[config.mk]
export PLATFORM = sky130hd
export DESIGN_NAME = sequence_mean_stddev
export DESIGN_NICKNAME = d
export VERILOG_FILES = /design/src/hdl/smd_pkg.sv /design/src/hdl/smd_front.sv /design/src/hdl/smd_fifo.sv /design/src/hdl/smd_back.sv /design/src/hdl/sequence_mean_stddev.sv
export SDC_FILE = /design/constraint.sdc
export NUM_CORES = 2
export LEC_CHECK = 0
export ABC_AREA = 1
export BUFFER_PORTS_ARGS = -buffer_cell sky130_fd_sc_hd__buf_2
export CAP_MARGIN = 15
export CORE_ASPECT_RATIO = 1.75
export CORE_MARGIN = 5
export CORE_UTILIZATION = 65
export CTS_CLUSTER_DIAMETER = 200
export CTS_CLUSTER_SIZE = 30
export DETAILED_ROUTE_END_ITERATION = 8
export PLACE_DENSITY_LB_ADDON = 0.3
export RECOVER_POWER = 100
export SYNTH_ARGS = -nofsm -noshare
export SYNTH_HDL_FRONTEND = slang
export SYNTH_HIERARCHICAL = 1
export SYNTH_SLANG_ARGS = --single-unit
[constraint.sdc]
create_clock -name clock -period 13.15 [get_ports clock]
set_input_delay 0.6575 -clock clock [delete_from_list [all_inputs] [get_ports clock]]
set_output_delay 0.6575 -clock clock [all_outputs]
set_load 0.02 [all_outputs]
[src/hdl/smd_pkg.sv]
package smd_pkg;

   // Widths of the result fields, fixed by the result format.
   localparam int MEAN_W  = 24;
   localparam int STD_W   = 24;
   localparam int COUNT_W = 17;

   // Saturation limits of the result fields.
   localparam logic [MEAN_W-1:0]  MEAN_POS_LIM = {1'b0, {(MEAN_W-1){1'b1}}};
   localparam logic [MEAN_W-1:0]  MEAN_NEG_LIM = {1'b1, {(MEAN_W-1){1'b0}}};
   localparam logic [STD_W-1:0]   STD_MAX      = {STD_W{1'b1}};
   localparam logic [COUNT_W-1:0] COUNT_MAX    = {COUNT_W{1'b1}};

endpackage

[src/hdl/smd_front.sv]
module smd_front #(
   parameter int SAMPLE_BITS = 16,
   parameter int MAX_COUNT   = 65536,
   parameter int CNT_W       = 17,
   parameter int SUM_W       = 33,
   parameter int SQ_W        = 47
) (
   input  logic                          clock,
   input  logic                          reset,
   input  logic                          req_valid,
   output logic                          req_stall,
   input  logic signed [SAMPLE_BITS-1:0] req_sample,
   input  logic                          req_last,
   input  logic                          set_full,
   output logic                          set_push,
   output logic signed [SUM_W-1:0]       set_sum,
   output logic        [SQ_W-1:0]        set_sq,
   output logic        [CNT_W-1:0]       set_count,
   output logic                          set_ovf
);

   logic signed [SUM_W-1:0]         sum_ff, sum_in;
   logic        [SQ_W-1:0]          sq_ff, sq_in;
   logic        [CNT_W-1:0]         count_ff, count_in;
   logic                            ovf_ff, ovf_in;
   logic                            accept;
   logic signed [2*SAMPLE_BITS-1:0] product;
   logic        [2*SAMPLE_BITS-2:0] square;

   assign req_stall = set_full;
   assign accept    = req_valid && !set_full;

   // The square of a sample is never negative and needs one bit less than the product.
   assign product = req_sample * req_sample;
   assign square  = product[2*SAMPLE_BITS-2:0];

   // Running values including the current sample; they go to the queue when it closes a set.
   always_comb begin
      set_sum   = sum_ff;
      set_sq    = sq_ff;
      set_count = count_ff;
      set_ovf   = ovf_ff;
      if (count_ff == CNT_W'(MAX_COUNT)) begin
         set_ovf = 1'b1;
      end else begin
         set_sum   = sum_ff + SUM_W'(req_sample);
         set_sq    = sq_ff + SQ_W'(square);
         set_count = count_ff + CNT_W'(1);
      end
   end

   assign set_push = accept && req_last;

   always_comb begin
      sum_in   = sum_ff;
      sq_in    = sq_ff;
      count_in = count_ff;
      ovf_in   = ovf_ff;
      if (accept) begin
         if (req_last) begin
            sum_in   = '0;
            sq_in    = '0;
            count_in = '0;
            ovf_in   = 1'b0;
         end else begin
            sum_in   = set_sum;
            sq_in    = set_sq;
            count_in = set_count;
            ovf_in   = set_ovf;
         end
      end
   end

   always_ff @(posedge clock) begin
      if (reset) begin
         sum_ff   <= '0;
         sq_ff    <= '0;
         count_ff <= '0;
         ovf_ff   <= 1'b0;
      end else begin
         sum_ff   <= sum_in;
         sq_ff    <= sq_in;
         count_ff <= count_in;
         ovf_ff   <= ovf_in;
      end
   end

   assert property (@(posedge clock) disable iff (reset) count_ff <= CNT_W'(MAX_COUNT))
      else $error("sample count ran past its limit");

   assert property (@(posedge clock) disable iff (reset)
      set_push |=> count_ff == '0 && !ovf_ff && sum_ff == '0 && sq_ff == '0)
      else $error("accumulators not cleared after the closing sample");

endmodule

[src/hdl/smd_fifo.sv]
module smd_fifo #(
   parameter int WIDTH = 98,
   parameter int DEPTH = 2
) (
   input  logic             clock,
   input  logic             reset,
   input  logic             push,
   input  logic [WIDTH-1:0] push_data,
   output logic             full,
   input  logic             pop,
   output logic             pop_valid,
   output logic [WIDTH-1:0] pop_data
);

   localparam int PTR_W = (DEPTH > 1) ? $clog2(DEPTH) : 1;
   localparam int CNT_W = $clog2(DEPTH + 1);

   logic [WIDTH-1:0] entry_ff [DEPTH];
   logic [PTR_W-1:0] wr_ptr_ff, wr_ptr_in;
   logic [PTR_W-1:0] rd_ptr_ff, rd_ptr_in;
   logic [CNT_W-1:0] count_ff, count_in;
   logic             do_push, do_pop;

   assign full      = (count_ff == CNT_W'(DEPTH));
   assign pop_valid = (count_ff != '0);
   assign pop_data  = entry_ff[rd_ptr_ff];
   assign do_push   = push && !full;
   assign do_pop    = pop && pop_valid;

   always_comb begin
      wr_ptr_in = wr_ptr_ff;
      rd_ptr_in = rd_ptr_ff;
      count_in  = count_ff;
      if (do_push) begin
         wr_ptr_in = (wr_ptr_ff == PTR_W'(DEPTH - 1)) ? '0 : wr_ptr_ff + PTR_W'(1);
      end
      if (do_pop) begin
         rd_ptr_in = (rd_ptr_ff == PTR_W'(DEPTH - 1)) ? '0 : rd_ptr_ff + PTR_W'(1);
      end
      if (do_push && !do_pop) begin
         count_in = count_ff + CNT_W'(1);
      end else if (do_pop && !do_push) begin
         count_in = count_ff - CNT_W'(1);
      end
   end

   always_ff @(posedge clock) begin
      if (reset) begin
         wr_ptr_ff <= '0;
         rd_ptr_ff <= '0;
         count_ff  <= '0;
      end else begin
         wr_ptr_ff <= wr_ptr_in;
         rd_ptr_ff <= rd_ptr_in;
         count_ff  <= count_in;
      end
   end

   always_ff @(posedge clock) begin
      if (do_push) begin
         entry_ff[wr_ptr_ff] <= push_data;
      end
   end

   assert property (@(posedge clock) disable iff (reset)
      count_ff <= CNT_W'(DEPTH) && (count_ff == '0 || count_ff == CNT_W'(DEPTH)
      || wr_ptr_ff != rd_ptr_ff))
      else $error("queue fill count disagrees with its pointers");

endmodule

[src/hdl/smd_back.sv]
module smd_back #(
   parameter int FRAC_BITS = 8,
   parameter int CNT_W     = 17,
   parameter int SUM_W     = 33,
   parameter int SQ_W      = 47
) (
   input  logic                                  clock,
   input  logic                                  reset,
   input  logic                                  set_valid,
   output logic                                  set_pop,
   input  logic signed [SUM_W-1:0]               set_sum,
   input  logic        [SQ_W-1:0]                set_sq,
   input  logic        [CNT_W-1:0]               set_count,
   input  logic                                  set_ovf,
   output logic                                  rsp_valid,
   input  logic                                  rsp_stall,
   output logic signed [smd_pkg::MEAN_W-1:0]     rsp_mean_value,
   output logic        [smd_pkg::STD_W-1:0]      rsp_std_deviation,
   output logic        [smd_pkg::COUNT_W-1:0]    rsp_sample_count,
   output logic                                  rsp_count_overflow
);

   import smd_pkg::*;

   localparam int MAG_W   = SUM_W - 1;
   localparam int DIFF_W  = SQ_W + CNT_W;
   localparam int DEN_W   = 2 * CNT_W;
   localparam int VNUM_W  = DIFF_W + 2 * FRAC_BITS;
   localparam int ROOT_W  = (VNUM_W + 1) / 2;
   localparam int DIV_W   = 2 * ROOT_W;
   localparam int CTR_W   = $clog2(DIV_W);
   localparam int QX_W    = ((DIV_W > MEAN_W) ? DIV_W : MEAN_W) + 1;
   localparam int SX_W    = (ROOT_W > STD_W) ? ROOT_W : STD_W;
   localparam int CX_W    = (CNT_W > COUNT_W) ? CNT_W : COUNT_W;

   typedef enum logic [7:0] {
      ST_IDLE     = 8'b0000_0001,
      ST_MUL_NQ   = 8'b0000_0010,
      ST_MUL_SS   = 8'b0000_0100,
      ST_DIFF     = 8'b0000_1000,
      ST_DIV_VAR  = 8'b0001_0000,
      ST_ROOT     = 8'b0010_0000,
      ST_DIV_MEAN = 8'b0100_0000,
      ST_WRITE    = 8'b1000_0000
   } back_state_type;

   back_state_type       state_ff, state_in;
   logic [CTR_W-1:0]     step_ff, step_in;
   logic                 rsp_valid_ff, rsp_valid_in;

   logic                 neg_ff, neg_in;
   logic [MAG_W-1:0]     smag_ff, smag_in;
   logic [CNT_W-1:0]     n_ff, n_in;
   logic                 ovf_ff, ovf_in;
   logic [DEN_W-1:0]     d_ff, d_in;
   logic [DIFF_W-1:0]    nq_ff, nq_in;
   logic [DIFF_W-1:0]    mcand_ff, mcand_in;
   logic [MAG_W-1:0]     mplier_ff, mplier_in;
   logic [DIFF_W-1:0]    acc_ff, acc_in;
   logic [DIV_W-1:0]     num_ff, num_in;
   logic [DEN_W-1:0]     rem_ff, rem_in;
   logic [DEN_W-1:0]     den_ff, den_in;
   logic [ROOT_W-1:0]    root_ff, root_in;
   logic [ROOT_W:0]      srem_ff, srem_in;

   logic signed [MEAN_W-1:0] rsp_mean_ff, rsp_mean_in;
   logic [STD_W-1:0]     rsp_std_ff, rsp_std_in;
   logic [COUNT_W-1:0]   rsp_count_ff, rsp_count_in;
   logic                 rsp_ovf_ff, rsp_ovf_in;

   logic [SUM_W-1:0]     sum_abs;
   logic [CNT_W-1:0]     n_m1;
   logic [DIFF_W-1:0]    acc_step;
   logic [DIFF_W-1:0]    diff;
   logic [DEN_W:0]       div_shift;
   logic [DEN_W:0]       div_sub;
   logic                 div_bit;
   logic [ROOT_W+2:0]    sq_shift;
   logic [ROOT_W+2:0]    sq_trial;
   logic [ROOT_W+2:0]    sq_diff;
   logic                 sq_bit;
   logic [QX_W-1:0]      mean_q;
   logic [MEAN_W-1:0]    mean_mag;
   logic [SX_W-1:0]      root_x;
   logic [CX_W-1:0]      n_x;

   // Values taken from the set at the head of the queue.
   assign sum_abs = set_sum[SUM_W-1] ? SUM_W'(-set_sum) : SUM_W'(set_sum);
   assign n_m1    = set_count - CNT_W'(1);

   // One bit of a shift-and-add multiply.
   assign acc_step = mplier_ff[0] ? acc_ff + mcand_ff : acc_ff;

   assign diff = (nq_ff > acc_ff) ? nq_ff - acc_ff : '0;

   // One bit of a restoring division; the quotient shifts into the numerator register.
   assign div_shift = {rem_ff, num_ff[DIV_W-1]};
   assign div_sub   = div_shift - {1'b0, den_ff};
   assign div_bit   = (div_shift >= {1'b0, den_ff});

   // One bit of the digit-by-digit square root, two radicand bits per step.
   // The partial remainder can reach twice the partial root, one bit above the root.
   assign sq_shift = {srem_ff, num_ff[DIV_W-1 -: 2]};
   assign sq_trial = {1'b0, root_ff, 2'b01};
   assign sq_diff  = sq_shift - sq_trial;
   assign sq_bit   = (sq_shift >= sq_trial);

   // Result formatting: round the negative mean toward minus infinity and saturate.
   assign mean_q = QX_W'(num_ff) + QX_W'(neg_ff && rem_ff != '0);
   always_comb begin
      if (neg_ff) begin
         mean_mag = (mean_q > QX_W'(MEAN_NEG_LIM)) ? MEAN_NEG_LIM : mean_q[MEAN_W-1:0];
      end else begin
         mean_mag = (mean_q > QX_W'(MEAN_POS_LIM)) ? MEAN_POS_LIM : mean_q[MEAN_W-1:0];
      end
   end
   assign root_x = SX_W'(root_ff);
   assign n_x    = CX_W'(n_ff);

   always_comb begin
      state_in     = state_ff;
      step_in      = step_ff;
      rsp_valid_in = rsp_valid_ff;
      set_pop      = 1'b0;
      neg_in       = neg_ff;
      smag_in      = smag_ff;
      n_in         = n_ff;
      ovf_in       = ovf_ff;
      d_in         = d_ff;
      nq_in        = nq_ff;
      mcand_in     = mcand_ff;
      mplier_in    = mplier_ff;
      acc_in       = acc_ff;
      num_in       = num_ff;
      rem_in       = rem_ff;
      den_in       = den_ff;
      root_in      = root_ff;
      srem_in      = srem_ff;
      rsp_mean_in  = rsp_mean_ff;
      rsp_std_in   = rsp_std_ff;
      rsp_count_in = rsp_count_ff;
      rsp_ovf_in   = rsp_ovf_ff;

      if (rsp_valid_ff && !rsp_stall) begin
         rsp_valid_in = 1'b0;
      end

      unique case (state_ff)
         ST_IDLE: begin
            if (set_valid) begin
               set_pop   = 1'b1;
               neg_in    = set_sum[SUM_W-1];
               smag_in   = sum_abs[MAG_W-1:0];
               n_in      = set_count;
               ovf_in    = set_ovf;
               d_in      = DEN_W'(set_count) * DEN_W'(n_m1);
               mcand_in  = DIFF_W'(set_sq);
               mplier_in = MAG_W'(set_count);
               acc_in    = '0;
               step_in   = '0;
               state_in  = ST_MUL_NQ;
            end
         end
         ST_MUL_NQ: begin
            acc_in    = acc_step;
            mcand_in  = mcand_ff << 1;
            mplier_in = mplier_ff >> 1;
            step_in   = step_ff + CTR_W'(1);
            if (step_ff == CTR_W'(CNT_W - 1)) begin
               nq_in     = acc_step;
               mcand_in  = DIFF_W'(smag_ff);
               mplier_in = smag_ff;
               acc_in    = '0;
               step_in   = '0;
               state_in  = ST_MUL_SS;
            end
         end
         ST_MUL_SS: begin
            acc_in    = acc_step;
            mcand_in  = mcand_ff << 1;
            mplier_in = mplier_ff >> 1;
            step_in   = step_ff + CTR_W'(1);
            if (step_ff == CTR_W'(MAG_W - 1)) begin
               step_in  = '0;
               state_in = ST_DIFF;
            end
         end
         ST_DIFF: begin
            num_in   = DIV_W'(diff) << (2 * FRAC_BITS);
            rem_in   = '0;
            den_in   = d_ff;
            step_in  = '0;
            state_in = ST_DIV_VAR;
         end
         ST_DIV_VAR: begin
            num_in  = {num_ff[DIV_W-2:0], div_bit};
            rem_in  = div_bit ? div_sub[DEN_W-1:0] : div_shift[DEN_W-1:0];
            step_in = step_ff + CTR_W'(1);
            if (step_ff == CTR_W'(DIV_W - 1)) begin
               root_in  = '0;
               srem_in  = '0;
               step_in  = '0;
               state_in = ST_ROOT;
            end
         end
         ST_ROOT: begin
            num_in  = num_ff << 2;
            root_in = {root_ff[ROOT_W-2:0], sq_bit};
            srem_in = sq_bit ? sq_diff[ROOT_W:0] : sq_shift[ROOT_W:0];
            step_in = step_ff + CTR_W'(1);
            if (step_ff == CTR_W'(ROOT_W - 1)) begin
               num_in   = DIV_W'(smag_ff) << FRAC_BITS;
               rem_in   = '0;
               den_in   = DEN_W'(n_ff);
               step_in  = '0;
               state_in = ST_DIV_MEAN;
            end
         end
         ST_DIV_MEAN: begin
            num_in  = {num_ff[DIV_W-2:0], div_bit};
            rem_in  = div_bit ? div_sub[DEN_W-1:0] : div_shift[DEN_W-1:0];
            step_in = step_ff + CTR_W'(1);
            if (step_ff == CTR_W'(DIV_W - 1)) begin
               step_in  = '0;
               state_in = ST_WRITE;
            end
         end
         ST_WRITE: begin
            if (!rsp_valid_ff || !rsp_stall) begin
               rsp_valid_in = 1'b1;
               rsp_ovf_in   = ovf_ff;
               rsp_count_in = (n_x > CX_W'(COUNT_MAX)) ? COUNT_MAX : n_x[COUNT_W-1:0];
               if (ovf_ff) begin
                  rsp_mean_in = '0;
               end else begin
                  rsp_mean_in = neg_ff ? signed'(MEAN_W'(-mean_mag)) : signed'(mean_mag);
               end
               if (ovf_ff || n_ff < CNT_W'(2)) begin
                  rsp_std_in = '0;
               end else begin
                  rsp_std_in = (root_x > SX_W'(STD_MAX)) ? STD_MAX : root_x[STD_W-1:0];
               end
               state_in = ST_IDLE;
            end
         end
         default: begin
            state_in = ST_IDLE;
         end
      endcase
   end

   always_ff @(posedge clock) begin
      if (reset) begin
         state_ff     <= ST_IDLE;
         step_ff      <= '0;
         rsp_valid_ff <= 1'b0;
      end else begin
         state_ff     <= state_in;
         step_ff      <= step_in;
         rsp_valid_ff <= rsp_valid_in;
      end
   end

   always_ff @(posedge clock) begin
      neg_ff       <= neg_in;
      smag_ff      <= smag_in;
      n_ff         <= n_in;
      ovf_ff       <= ovf_in;
      d_ff         <= d_in;
      nq_ff        <= nq_in;
      mcand_ff     <= mcand_in;
      mplier_ff    <= mplier_in;
      acc_ff       <= acc_in;
      num_ff       <= num_in;
      rem_ff       <= rem_in;
      den_ff       <= den_in;
      root_ff      <= root_in;
      srem_ff      <= srem_in;
      rsp_mean_ff  <= rsp_mean_in;
      rsp_std_ff   <= rsp_std_in;
      rsp_count_ff <= rsp_count_in;
      rsp_ovf_ff   <= rsp_ovf_in;
   end

   assign rsp_valid          = rsp_valid_ff;
   assign rsp_mean_value     = rsp_mean_ff;
   assign rsp_std_deviation  = rsp_std_ff;
   assign rsp_sample_count   = rsp_count_ff;
   assign rsp_count_overflow = rsp_ovf_ff;

   assert property (@(posedge clock) disable iff (reset)
      rsp_valid_ff && rsp_ovf_ff |-> rsp_mean_ff == '0 && rsp_std_ff == '0)
      else $error("overflowed set reported a nonzero mean or deviation");

   assert property (@(posedge clock) disable iff (reset)
      rsp_valid_ff && rsp_count_ff < COUNT_W'(2) |-> rsp_std_ff == '0)
      else $error("single-sample set reported a nonzero deviation");

   assert property (@(posedge clock) disable iff (reset)
      set_pop |-> state_ff == ST_IDLE && set_valid)
      else $error("queue popped outside of the idle state");

endmodule

[src/hdl/sequence_mean_stddev.sv]
// Channel   Direction  Handshake            Payload
// req       in         req_valid/req_stall  req_sample (signed), req_last
// rsp       out        rsp_valid/rsp_stall  rsp_mean_value, rsp_std_deviation,
//                                           rsp_sample_count, rsp_count_overflow
//
// Samples are taken one per cycle; a set costs nothing extra at the input as long as the
// two-entry set queue has room, and req_stall is high only while that queue is full.
// The back end takes one set at a time through its one-bit-per-cycle multiplier,
// divider and square-root steps.
// Reset is synchronous and active high; it clears the accumulators, the queue and the
// result valid flag. A stalled result holds, and the back end keeps working on the next set.
module sequence_mean_stddev #(
   parameter int SAMPLE_BITS = 16,
   parameter int MAX_COUNT   = 65536,
   parameter int FRAC_BITS   = 8
) (
   input  logic                                  clock,
   input  logic                                  reset,
   input  logic                                  req_valid,
   output logic                                  req_stall,
   input  logic signed [SAMPLE_BITS-1:0]         req_sample,
   input  logic                                  req_last,
   output logic                                  rsp_valid,
   input  logic                                  rsp_stall,
   output logic signed [smd_pkg::MEAN_W-1:0]     rsp_mean_value,
   output logic        [smd_pkg::STD_W-1:0]      rsp_std_deviation,
   output logic        [smd_pkg::COUNT_W-1:0]    rsp_sample_count,
   output logic                                  rsp_count_overflow
);

   import smd_pkg::*;

   // The count must hold MAX_COUNT itself. The sum magnitude stays below
   // 2^(SAMPLE_BITS-1) * 2^CNT_W, and each square is at most 2^(2*SAMPLE_BITS-2).
   localparam int CNT_W       = $clog2(MAX_COUNT + 1);
   localparam int SUM_W       = SAMPLE_BITS + CNT_W;
   localparam int SQ_W        = 2 * SAMPLE_BITS - 2 + CNT_W;
   localparam int SET_W       = 1 + CNT_W + SQ_W + SUM_W;
   localparam int QUEUE_DEPTH = 2;

   logic                    set_push;
   logic                    set_full;
   logic signed [SUM_W-1:0] front_sum;
   logic [SQ_W-1:0]         front_sq;
   logic [CNT_W-1:0]        front_count;
   logic                    front_ovf;
   logic [SET_W-1:0]        push_data;
   logic [SET_W-1:0]        pop_data;
   logic                    pop_valid;
   logic                    set_pop;

   // The front end accumulates count, sum and sum of squares at the input rate and hands
   // a finished set to the queue on the transfer that carries the last marker.
   smd_front #(
      .SAMPLE_BITS (SAMPLE_BITS),
      .MAX_COUNT   (MAX_COUNT),
      .CNT_W       (CNT_W),
      .SUM_W       (SUM_W),
      .SQ_W        (SQ_W)
   ) u_front (
      .clock      (clock),
      .reset      (reset),
      .req_valid  (req_valid),
      .req_stall  (req_stall),
      .req_sample (req_sample),
      .req_last   (req_last),
      .set_full   (set_full),
      .set_push   (set_push),
      .set_sum    (front_sum),
      .set_sq     (front_sq),
      .set_count  (front_count),
      .set_ovf    (front_ovf)
   );

   assign push_data = {front_ovf, front_count, front_sq, front_sum};

   // The queue lets a new set accumulate while the back end is still busy on an older one.
   smd_fifo #(
      .WIDTH (SET_W),
      .DEPTH (QUEUE_DEPTH)
   ) u_fifo (
      .clock     (clock),
      .reset     (reset),
      .push      (set_push),
      .push_data (push_data),
      .full      (set_full),
      .pop       (set_pop),
      .pop_valid (pop_valid),
      .pop_data  (pop_data)
   );

   // The back end forms n*Q and S^2, divides for the variance and the mean, takes the
   // square root and holds the finished result in its output register.
   smd_back #(
      .FRAC_BITS (FRAC_BITS),
      .CNT_W     (CNT_W),
      .SUM_W     (SUM_W),
      .SQ_W      (SQ_W)
   ) u_back (
      .clock              (clock),
      .reset              (reset),
      .set_valid          (pop_valid),
      .set_pop            (set_pop),
      .set_sum            (signed'(pop_data[SUM_W-1:0])),
      .set_sq             (pop_data[SUM_W +: SQ_W]),
      .set_count          (pop_data[SUM_W+SQ_W +: CNT_W]),
      .set_ovf            (pop_data[SET_W-1]),
      .rsp_valid          (rsp_valid),
      .rsp_stall          (rsp_stall),
      .rsp_mean_value     (rsp_mean_value),
      .rsp_std_deviation  (rsp_std_deviation),
      .rsp_sample_count   (rsp_sample_count),
      .rsp_count_overflow (rsp_count_overflow)
   );

endmodule

==> flow_summary_export.csv <==
group,metric,value,unit
timing,min_period,11010,ps
run_status,failed_checks,"max-capacitance violations, max-slew violations",
drt,ant_nets,0,
cts,clock_latency,660,ps
drt,wl_per_cell,21.6,um
cts,cts_root_buffer,"clkbuf_16",
flow_run,drv_cap,27,
global_routing,grt_pass1_vias,68100,
setup_path,slowest_delay,1820,ps
global_routing,grt_max_degree,94,
synthesis,synth_nets,10700,
global_routing,grt_pass1_wl,373000,um
setup_path,crit_path_max_fanout,48,
run_status,status,"complete, but fails checks",
final_layout,nets,10700,
cts,clock-sinks,918,
setup_path,worstPathArrival,11420,ps
global_routing,grt_use_total,37.5,%
global_routing,overflow,0,
cts,clockBufferDepth,3,
die,die_h,470,um
synthesis,yosysSeqAreaShare,33.6,%
timing,relSlewSlack,-190,%
cts,cts_resized,0,
timing,fmax,90.8,MHz
die,dieWidth,273,um
synthesis,ys_warn_count,6,
timing,drv_slew,1506,
place,place_hpwl,197000,um
timing,finalCritPeriodShare,83.7,%
final_layout,layout-drive-gt1-share,2.78,%
setup_path,r2r-end,"u_back/d_ff[30]",
drt,wirelength,245000,um
synthesis,ys.flop_type,"edfxtp_1",
setup_path,cp_slowest_cell,"dfxtp_1",
place,place.gp.congestion,1.08,
setup_path,worstSetupEndpointType,"register",
global_routing,antenna_found_initial,16,
place,port_buffers,88,
synthesis,synth_area,78500,um2
timing,finalHoldViolations,0,
drt,drc,0,
final_layout,area_growth,2.94,%
die,initial_core_util,65.4,%
min_path,hp-class,"input port to register",
timing,fin_worst_skew,40.0,ps
synthesis,synth_edf_count,799,
setup_path,r2r_slack,2140,ps
setup_path,critPathLaunchType,"register",
synthesis,syn_area_per_cell,8.03,um2
setup_path,crit_path_end,"u_back/d_ff[30]",
die,core.rowCount,168,
die,io_pins,89,
timing,fin_tns_setup,0,ps
cts,cts_hold_buf,0,
die,core,120000,um2
synthesis,yosysUniqueCellTypes,79,
drt,num_vias,66700,
cts,post_cts_buffers,0,
drt,via_per_inst,5.89,
cts,cts_tree,"done",
synthesis,async_flop_share,0,%
synthesis,ys_seq_elements,918,
cts,cts_buffers,36,
drt,drtIter0Drc,5271,
timing,grt_setup_unrepaired,"no",
setup_path,ff2ff_path_depth,31,
setup_path,crit_type,"register to register",
timing,setup_viol,0,
cts,htree_levels,2,
synthesis,synthCells,9779,
cts,clk_pin_slew_worst_paths,120,ps
setup_path,required,13570,ps
die,dieArea,128000,um2
timing,worstMarginPinSlew,4350,ps
drt,firstDrtPassIters,8,
-- stage by stage --
step           setup WS, ps  utilization (%)  hold WS (ps)  std cells  instance area (um2)
6_report               2140             67.3           311      11300                80800
5_1_grt                1390             67.3           294      11300                80800
4_1_cts                3450             67.7           282      11300                81300
3_5_place_dp           3510             66.9           475      11300                80300
3_3_place_gp           3560             66.9           468      11300                80300
2_1_floorplan          2090                -           457       9779                78500
-- cells by family after synthesis --
| kind of cell | share of synthesized area [%] |
|---|---|
| compound gates | 10.7 |
| xor+xnor | 3.55 |
| fa+ha+maj | 19.4 |
| buf+inv | 10.1 |
| flops | 33.6 |
| mux | 1.53 |
| simple gates | 21.2 |
-- cells in the mapped netlist, types with 31 or more instances --
library cell,number,share of area (%)
nand2_1,2308,11
a21boi_0,33,0.32
dfxtp_1,119,3.0
inv_2,31,0.15
a31oi_1,75,0.60
fa_1,455,12
edfxtp_1,799,31
ha_1,489,7.8
inv_1,1766,8.4
nand3_1,322,2.1
o21ai_0,295,1.9
xnor2_1,133,1.5
o211ai_1,60,0.57
a21oi_1,630,4.0
nand2_2,38,0.30
nor2_2,43,0.34
nor4_1,50,0.40
nor2_1,945,4.5
nand4_1,88,0.70
o21bai_1,85,0.81
o21a_1,35,0.33
o22ai_1,44,0.35
nor3_1,62,0.40
clkbuf_1,204,0.98
mux2_2,78,1.1
xor2_1,183,2.0
o221ai_1,43,0.48
-- final cells by class --
| class | instances | area (um2) |
|---|---|---|
| timing repair buffer | 128 | 558 |
| sequential | 918 | 26400 |
| multi-input combinational | 6792 | 44000 |
| clock buffer | 57 | 980 |
| clock inverter | 4 | 61.3 |
| fill | 10200 | 39200 |
| inverter | 1809 | 6790 |
| tap | 1615 | 2020 |
| antenna | 8 | 20.0 |
-- critical path, delay by kind of cell, from the launching register on --
family,cells,cell delay [ps]
AOI/OAI and AO/OA,11,2350
adders and majority gates,9,4040
buffers and inverters,5,1360
DFF,1,1820
muxes,1,590
and+or+nand+nor,5,580
-- sequential cells by signal, summed over array words and instances (netlist names), 32 cells and up, named ones only --
signal,count
u_fifo/entry_ff,196
u_back/den_ff,34
u_front/sum_ff,33
u_back/mplier_ff,32
u_back/smag_ff,32
u_back/num_ff,80
u_back/rem_ff,34
u_back/nq_ff,64
u_back/mcand_ff,64
u_back/d_ff,33
u_back/acc_ff,64
u_front/sq_ff,47
u_back/root_ff,40
u_back/srem_ff,41
-- worst min path at each step --
stage	slack (ps)	endpoint	start	cells after the start
after global routing	290	u_back/rsp_valid	rsp_stall	3
after CTS	280	u_back/rsp_valid	rsp_stall	3
after detailed placement	470	u_front/sq_ff[19]	u_front/sq_ff[19]	2
after floorplan	460	u_front/sum_ff[17]	u_front/sum_ff[17]	2
final	310	u_back/rsp_valid	rsp_stall	3
after global placement	470	u_front/sq_ff[46]	u_front/sq_ff[46]	2
-- per-layer routing --
metal	track usage (%)	routed length (um)	up-vias
met5	0	49	-
met4	30.0	24900	8
met1	38.2	79800	31500
met2	68.5	126000	2908
met3	4.40	14300	1038
li1	-	-	31300
-- placed cells by master, fill, tap and decap left out, drive strengths merged, types with 45 or more instances in the layout --
master / n
nand2: 2349
inv: 1793
nor2: 1004
edfxtp: 799
a21oi: 639
ha: 489
fa: 455
nand3: 344
o21ai: 325
xor2: 184
clkbuf: 153
xnor2: 133
dfxtp: 119
mux2: 98
nand4: 89
o21bai: 87
a31oi: 75
nor3: 69
o211ai: 60
nor4: 50
or2: 45
Power is not shown: default switching activity piles up to over one toggle a cycle in this logic, so the estimate is an artifact.
